==> config.mk <==
export PLATFORM = sky130hd
export DESIGN_NAME = sliding_window_average
export DESIGN_NICKNAME = d
export VERILOG_FILES = /design/src/hw/rtl/swa_pkg.sv /design/src/hw/rtl/swa_ram.sv /design/src/hw/rtl/swa_datapath.sv /design/src/hw/rtl/swa_ctrl.sv /design/src/hw/rtl/sliding_window_average.sv
export SDC_FILE = /design/constraint.sdc
export NUM_CORES = 1
export LEC_CHECK = 0
export ABC_AREA = 0
export BUFFER_PORTS_ARGS = -buffer_cell sky130_fd_sc_hd__buf_2
export CAP_MARGIN = 20
export CORE_ASPECT_RATIO = 0.8
export CORE_MARGIN = 10
export CORE_UTILIZATION = 59
export CTS_BUF_LIST = sky130_fd_sc_hd__clkbuf_2
export CTS_CLUSTER_DIAMETER = 60
export CTS_CLUSTER_SIZE = 8
export DETAILED_ROUTE_END_ITERATION = 12
export PLACE_DENSITY = 0.71
export SLEW_MARGIN = 25
export SYNTH_ARGS = -nofsm -noshare
export SYNTH_HDL_FRONTEND = slang
export SYNTH_SLANG_ARGS = --single-unit
export TNS_END_PERCENT = 50
==> constraint.sdc <==
create_clock -name clk -period 5.7 [get_ports clk]
set_clock_uncertainty 0.1 [all_clocks]
set_input_delay 0.57 -clock clk [delete_from_list [all_inputs] [get_ports clk]]
set_output_delay 0.57 -clock clk [all_outputs]
set_load 0.02 [all_outputs]
==> src/hw/rtl/swa_pkg.sv <==
// ----------------------------------------------------------------------------
// swa_pkg
// Shared types and fixed widths of the sliding window average block.
// ----------------------------------------------------------------------------
package swa_pkg;

  localparam int SAMPLE_W     = 16;
  localparam int AVG_W        = 24;
  localparam int COUNT_W      = 7;
  localparam int OUT_TDATA_W  = 32;
  localparam int WINDOW_RESET = 10;

  typedef struct packed {
    logic capture;
    logic update;
    logic load;
    logic step;
    logic out_load;
  } swa_cmd_t;

  typedef struct packed {
    logic div_last;
  } swa_status_t;

endpackage

==> src/hw/rtl/swa_ram.sv <==
// ----------------------------------------------------------------------------
// swa_ram
// Generic single write port, single read port RAM with registered read data.
// ----------------------------------------------------------------------------
module swa_ram #(
  parameter int WIDTH = 16,
  parameter int DEPTH = 64
) (
  input  logic                     clk,
  input  logic                     we,
  input  logic [$clog2(DEPTH)-1:0] waddr,
  input  logic [WIDTH-1:0]         wdata,
  input  logic [$clog2(DEPTH)-1:0] raddr,
  output logic [WIDTH-1:0]         rdata
);

  logic [WIDTH-1:0] mem [DEPTH];

  always_ff @(posedge clk) begin
    if (we) begin
      mem[waddr] <= wdata;
    end
    rdata <= mem[raddr];
  end

endmodule

==> src/hw/rtl/swa_datapath.sv <==
// ----------------------------------------------------------------------------
// swa_datapath
// Sample ring, fill count, running sum, restoring divider and output register.
// ----------------------------------------------------------------------------
module swa_datapath #(
  parameter int MAX_WINDOW    = 64,
  parameter int FRACTION_BITS = 8
) (
  input  logic                            clk,
  input  logic                            rst,
  input  logic                            window_size_wr_en,
  input  logic [swa_pkg::COUNT_W-1:0]     window_size_wr_data,
  input  logic [swa_pkg::SAMPLE_W-1:0]    sample_in,
  input  swa_pkg::swa_cmd_t               cmd,
  output swa_pkg::swa_status_t            status,
  output logic [swa_pkg::OUT_TDATA_W-1:0] result
);

  localparam int ADDR_W = $clog2(MAX_WINDOW);
  localparam int SUM_W  = swa_pkg::SAMPLE_W + $clog2(MAX_WINDOW);
  localparam int DIV_W  = SUM_W + FRACTION_BITS;
  localparam int STEP_W = $clog2(DIV_W);
  localparam int CMP_W  = ((ADDR_W > swa_pkg::COUNT_W) ? ADDR_W : swa_pkg::COUNT_W) + 1;
  localparam int CW     = swa_pkg::COUNT_W;

  function automatic logic [CW-1:0] effective_window(input logic [CW-1:0] value);
    logic [CW-1:0] w;
    if (value == '0) begin
      w = CW'(1);
    end else if (int'(value) > MAX_WINDOW) begin
      w = CW'(MAX_WINDOW);
    end else begin
      w = value;
    end
    return w;
  endfunction

  logic [CW-1:0]                      window;
  logic [ADDR_W-1:0]                  pos;
  logic [CW-1:0]                      fill;
  logic signed [SUM_W-1:0]            sum;
  logic signed [swa_pkg::SAMPLE_W-1:0] sample;
  logic [swa_pkg::SAMPLE_W-1:0]       old_sample;
  logic                               full;
  logic signed [SUM_W-1:0]            sum_next;
  logic [ADDR_W-1:0]                  pos_next;
  logic [SUM_W-1:0]                   magnitude;
  logic [DIV_W-1:0]                   quo;
  logic [CW:0]                        rem;
  logic [CW:0]                        trial;
  logic                               negative;
  logic [STEP_W-1:0]                  step_cnt;
  logic [swa_pkg::AVG_W-1:0]          quo_avg;
  logic [swa_pkg::AVG_W-1:0]          average;
  logic [CW-1:0]                      count_out;

  swa_ram #(
    .WIDTH(swa_pkg::SAMPLE_W),
    .DEPTH(MAX_WINDOW)
  ) u_ring (
    .clk  (clk),
    .we   (cmd.update),
    .waddr(pos),
    .wdata(sample),
    .raddr(pos),
    .rdata(old_sample)
  );

  assign full     = (fill == window);
  assign sum_next = sum + SUM_W'(sample)
                    - (full ? SUM_W'($signed(old_sample)) : SUM_W'(0));
  assign pos_next = ((CMP_W'(pos) + CMP_W'(1)) >= CMP_W'(window)) ? '0 : pos + ADDR_W'(1);
  assign magnitude = sum[SUM_W-1] ? SUM_W'(-sum) : SUM_W'(sum);
  assign trial     = {rem[CW-1:0], quo[DIV_W-1]};
  assign quo_avg   = swa_pkg::AVG_W'(quo);
  assign status.div_last = (step_cnt == STEP_W'(DIV_W - 1));

  always_ff @(posedge clk) begin
    if (rst) begin
      window <= effective_window(CW'(swa_pkg::WINDOW_RESET));
      pos    <= '0;
      fill   <= '0;
      sum    <= '0;
    end else if (window_size_wr_en) begin
      window <= effective_window(window_size_wr_data);
      pos    <= '0;
      fill   <= '0;
      sum    <= '0;
    end else if (cmd.update) begin
      pos  <= pos_next;
      fill <= full ? fill : fill + CW'(1);
      sum  <= sum_next;
    end
  end

  always_ff @(posedge clk) begin
    if (cmd.capture) begin
      sample <= $signed(sample_in);
    end
    if (cmd.load) begin
      quo      <= DIV_W'(magnitude) << FRACTION_BITS;
      rem      <= '0;
      negative <= sum[SUM_W-1];
      step_cnt <= '0;
    end else if (cmd.step) begin
      if (trial >= {1'b0, fill}) begin
        rem <= trial - {1'b0, fill};
        quo <= {quo[DIV_W-2:0], 1'b1};
      end else begin
        rem <= trial;
        quo <= {quo[DIV_W-2:0], 1'b0};
      end
      step_cnt <= step_cnt + STEP_W'(1);
    end
    if (cmd.out_load) begin
      average   <= negative ? -quo_avg : quo_avg;
      count_out <= fill;
    end
  end

  assign result = {{(swa_pkg::OUT_TDATA_W - swa_pkg::AVG_W - CW){1'b0}}, count_out, average};

endmodule

==> src/hw/rtl/swa_ctrl.sv <==
// ----------------------------------------------------------------------------
// swa_ctrl
// Sequencer for one sample: accept, update, divider load, division, hand-off.
// ----------------------------------------------------------------------------
module swa_ctrl (
  input  logic                 clk,
  input  logic                 rst,
  input  logic                 s_axis_tvalid,
  output logic                 s_axis_tready,
  output logic                 m_axis_tvalid,
  input  logic                 m_axis_tready,
  input  swa_pkg::swa_status_t status,
  output swa_pkg::swa_cmd_t    cmd
);

  localparam logic [2:0] ST_IDLE   = 3'd0;
  localparam logic [2:0] ST_UPDATE = 3'd1;
  localparam logic [2:0] ST_LOAD   = 3'd2;
  localparam logic [2:0] ST_DIVIDE = 3'd3;
  localparam logic [2:0] ST_DONE   = 3'd4;

  logic [2:0] state;
  logic [2:0] state_next;
  logic       out_free;

  assign out_free      = !m_axis_tvalid || m_axis_tready;
  assign s_axis_tready = (state == ST_IDLE) && !rst;

  always_comb begin
    state_next   = state;
    cmd          = '0;
    case (state)
      ST_IDLE: begin
        if (s_axis_tvalid) begin
          cmd.capture = 1'b1;
          state_next  = ST_UPDATE;
        end
      end
      ST_UPDATE: begin
        cmd.update = 1'b1;
        state_next = ST_LOAD;
      end
      ST_LOAD: begin
        cmd.load   = 1'b1;
        state_next = ST_DIVIDE;
      end
      ST_DIVIDE: begin
        cmd.step = 1'b1;
        if (status.div_last) begin
          state_next = ST_DONE;
        end
      end
      ST_DONE: begin
        if (out_free) begin
          cmd.out_load = 1'b1;
          state_next   = ST_IDLE;
        end
      end
      default: begin
        state_next = ST_IDLE;
      end
    endcase
  end

  always_ff @(posedge clk) begin
    if (rst) begin
      state         <= ST_IDLE;
      m_axis_tvalid <= 1'b0;
    end else begin
      state <= state_next;
      if (cmd.out_load) begin
        m_axis_tvalid <= 1'b1;
      end else if (m_axis_tready) begin
        m_axis_tvalid <= 1'b0;
      end
    end
  end

endmodule

==> src/hw/rtl/sliding_window_average.sv <==
// ----------------------------------------------------------------------------
// sliding_window_average
// Moving average over the most recent signed 16-bit samples.
// ----------------------------------------------------------------------------
// Each sample taken on the slave stream yields one transaction on the master
// stream carrying the mean of the samples now in the window, in signed fixed
// point with FRACTION_BITS fractional bits and truncated toward zero, together
// with the number of samples it was taken over. Until the window has filled,
// the mean covers every sample seen since the last clear.
// The window length is set through the write port; a value of zero acts as
// one, a value above MAX_WINDOW as MAX_WINDOW. Writing it also clears the
// store, and it should only be written while the block is idle.
// One sample is processed at a time. The running sum is updated in the cycle
// after acceptance and then divided by the fill count in a restoring divider
// that yields one quotient bit per cycle, SUM_W + FRACTION_BITS bits in all
// (30 with the default parameters). The result is loaded into the output
// register once the division is done and the register is free, and the next
// sample can be taken the cycle after the result reaches the output register.
// The output register holds a result while the receiver stalls, so a new
// sample can be taken meanwhile; the next result waits until it is free.
// Reset restores a window of 10 and an empty store; no sample is taken while
// reset is held.
// ----------------------------------------------------------------------------
module sliding_window_average #(
  parameter int MAX_WINDOW    = 64,
  parameter int FRACTION_BITS = 8
) (
  input  logic                            clk,
  input  logic                            rst,
  input  logic                            window_size_wr_en,
  input  logic [swa_pkg::COUNT_W-1:0]     window_size_wr_data,
  input  logic                            s_axis_tvalid,
  output logic                            s_axis_tready,
  input  logic [swa_pkg::SAMPLE_W-1:0]    s_axis_tdata,   // [15:0] sample
  output logic                            m_axis_tvalid,
  input  logic                            m_axis_tready,
  output logic [swa_pkg::OUT_TDATA_W-1:0] m_axis_tdata    // [23:0] average, [30:24] samples_in_window
);

  swa_pkg::swa_cmd_t    cmd;
  swa_pkg::swa_status_t status;

  swa_ctrl u_ctrl (
    .clk          (clk),
    .rst          (rst),
    .s_axis_tvalid(s_axis_tvalid),
    .s_axis_tready(s_axis_tready),
    .m_axis_tvalid(m_axis_tvalid),
    .m_axis_tready(m_axis_tready),
    .status       (status),
    .cmd          (cmd)
  );

  swa_datapath #(
    .MAX_WINDOW   (MAX_WINDOW),
    .FRACTION_BITS(FRACTION_BITS)
  ) u_datapath (
    .clk                (clk),
    .rst                (rst),
    .window_size_wr_en  (window_size_wr_en),
    .window_size_wr_data(window_size_wr_data),
    .sample_in          (s_axis_tdata),
    .cmd                (cmd),
    .status             (status),
    .result             (m_axis_tdata)
  );

endmodule
==> run metrics <==
Post-Layout Cell Count 4414; Worst-path clk slew 0.17 ns; RSZ-0062 raised after global routing no; max_slew headroom 0.217; IO Count 62; TritonCTS clock tree done; area leader, netlist edfxtp_1; cell row count 93; number of global-route vias before repair 28500; proportion of layout cells with a drive suffix above 1 0.194; H-tree levels 4; Reg2Reg Depth 17; Leak Pwr 0.0172 uW; root buffer selected by CTS clkbuf_2; IO buf count 60; first-pass GRT wire length 195000 um; Die Span X 339 um; Final ANT Viol Nets 0; Setup crit end kind register; Slew @ Worst Pin 1.17 ns; EDFF count, synth 1094; count of pins over their slew limit 0; total CTS buffers 165; ranking of synthesized cells by area edfxtp_1 68%, mux4_2 4.7%, dfxtp_1 3.4%; total negative setup slack 0 ns; reg2reg setup slack 1.45 ns; drt first-iter violations 4715; Worst Hold Class in2reg; CTS sink count 1176; worst-path maximum fanout 18; Final Hold Fails 0; crit path cell chain xnor2_1 -> nand4_1 -> nor4_2 -> buf_4 -> and2_1 -> ha_1 -> inv_1 -> ha_1 -> inv_1 -> fa_1 -> nand2b_1 -> a21oi_1 -> o31ai_1 -> a41oi_1 -> a41oi_1 -> nor4b_1 -> a211o_1; worst r2r dst u_datapath.sum[18]$_SDFFE_PP0P_; Max Cap Violations 0; Post-Synthesis Cells 2985; Critical Path RT 7.06 ns; minimum clock period 4.25 ns; TritonRoute pass-1 iters 6; sequential power share 0.641; Synth top area share 0.684; RePlAce Congestion 0.944; Gate power share 0.087; Worst Setup SP u_datapath.fill[0]$_SDFFE_PP0P_; fmax 235 MHz; CTS-repair resized insts 0; post-route clock period utilization 0.745; worst skew pair latency 1.51 ns; ys flop type edfxtp_1; Max IR drop VDD 221 uV; Fillers 5738; DRC violation count after routing 0; pwr dens 289 mW/mm^2; Synth warnings 0; Sw Pwr 3770 uW; initial antenna violation count 7; vias per inst 6.62; CP startpoint kind register; aggregate global routing overflow 0; Total GRT Usage 0.283; Crit Path Class reg2reg; Area Overhead vs Synth 8.23%; Die H 275 um; Pint 11200 uW; CP Capture Point u_datapath.sum[18]$_SDFFE_PP0P_; most frequent cells in the layout 1094 x edfxtp_1, 226 x clkbuf_2, 213 x nor2_1; dpl cells 4110; Slowest-stage cell, CP dfxtp_1; total number of vias 29200; Final HPWL DP 81400 um; Seq cells post-synth 1176; status finished clean; Post-Syn Nets 3078; core footprint 0.0806 mm^2; Clock power frac 0.272; CTS Buffer Depth 3; pin count of the biggest net entering global routing 88; Avg WL per Cell 30.2 um; mean post-synth cell area 16.1 um^2; most common cell after layout, fill and taps aside edfxtp_1; Post-synth ARST share 0; post-synth cell types 75; RR Startpoint u_datapath.fill[0]$_SDFFE_PP0P_; sw frac 0.251; Post-Syn Area 0.0480 mm^2; Post-CTS Setup Bufs 0; WL final 133000 um; Net count, final 3339; Final Setup Violations 0; die area 0.0933 mm^2; Seq/Total Area, Yosys 0.718; CP arrival 5.61 ns; max incr delay on CP 0.49 ns; Initial Util 0.596
## final cells by class
cell class / count / area, um^2 / share of cell area
clock buffers: 226 / 1130 / 0.0218
well taps: 1092 / 1370 / 0.0263
inverters: 95 / 358 / 0.00688
clock inverters: 14 / 206 / 0.00397
flip-flops and latches: 1176 / 34500 / 0.664
diodes: 3 / 7.51 / 0.000144
multi-input cells: 1539 / 12300 / 0.237
repair buffers: 269 / 2070 / 0.0398
## synthesized netlist by cell type, types with 63 or more instances
cell type	number
a221oi_1	133
nand2_1	145
edfxtp_1	1094
clkbuf_1	78
mux4_2	100
nor2_1	222
o21ai_0	87
mux2i_1	113
inv_1	94
a21oi_1	145
dfxtp_1	82
mux2_2	63
## layer usage
metal	GRT usage	share of wire
met4	0.108	0.038
met1	0.403	0.39
met2	0.402	0.43
met5	0	0.00019
met3	0.0972	0.14
## through the flow
step                setup slack [ns]  hold WS [ns]  area, um^2  power (uW)  utilization
floorplan                       1.66         0.306       48000       10600            -
global placement                1.52         0.335       50000       11000        0.620
detailed placement              1.45         0.355       50000       11100        0.620
CTS                             1.43       0.00630       52000       15000        0.644
global route                    1.01        0.0964       52000       15600        0.645
finish                          1.45         0.139       52000       15000        0.645
## power groups by stage
stage,Sequential (uW),Combinational (uW),Clock [uW]
after floorplan,9850,768,0
after global placement,9820,1190,0
after detailed placement,9820,1230,0
after CTS,9630,1270,4140
after global routing,9640,1410,4510
final,9630,1300,4090
## kinds of logic (layout without fill, tap and decap cells)
kind of cell	after synthesis	in the layout	share of synthesized area
AO/OA/AOI/OAI	605	605	0.0879
XOR/XNOR	75	75	0.0137
adder cells (fa/ha/maj)	65	65	0.0204
buffers and inverters	270	604	0.0262
flip-flops	1176	1176	0.718
multiplexers	277	277	0.0855
other	1	4	0.0000781
AND/OR/NAND/NOR	516	516	0.0481
## how the worst min path moves through the flow
stage,startpoint,endpoint,slack [ns],depth (start not counted)
6_report,rst,u_datapath.sum[10]$_SDFFE_PP0P_,0.14,5
4_1_cts,window_size_wr_en,u_datapath.sum[10]$_SDFFE_PP0P_,0.006,5
3_5_place_dp,u_datapath.rem[6]$_SDFFE_PP0N_,u_datapath.rem[6]$_SDFFE_PP0N_,0.36,2
3_3_place_gp,u_datapath.rem[6]$_SDFFE_PP0N_,u_datapath.rem[6]$_SDFFE_PP0N_,0.33,2
2_1_floorplan,u_datapath.sum[21]$_SDFFE_PP0P_,u_datapath.negative$_DFFE_PP_,0.31,0
5_1_grt,window_size_wr_en,u_datapath.sum[10]$_SDFFE_PP0P_,0.1,5
## worst max-delay path: cells and delay by family, from the launching register on
kind | cells | cell delay [ns]
AO/OA/AOI/OAI | 5 | 1.31
XOR/XNOR | 1 | 0.16
adder cells (fa/ha/maj) | 3 | 0.82
buffers and inverters | 3 | 0.39
flip-flops | 1 | 0.49
AND/OR/NAND/NOR | 5 | 0.99
## sequential cells by signal, summed over array words and instances, names as in the netlist, 16 cells and up
signal	flops
u_datapath.u_ring.rdata	16
u_datapath.quo	30
u_datapath.sample	16
u_datapath.average	24
u_datapath.sum	22
u_datapath.u_ring.mem	1024
## timing repair
item | CTS | global route
hold endpoints to repair | 100 | 0
hold buffers | 60 | 0
setup endpoints to repair | 0 | 0
Power figures use the tool's default switching activity.
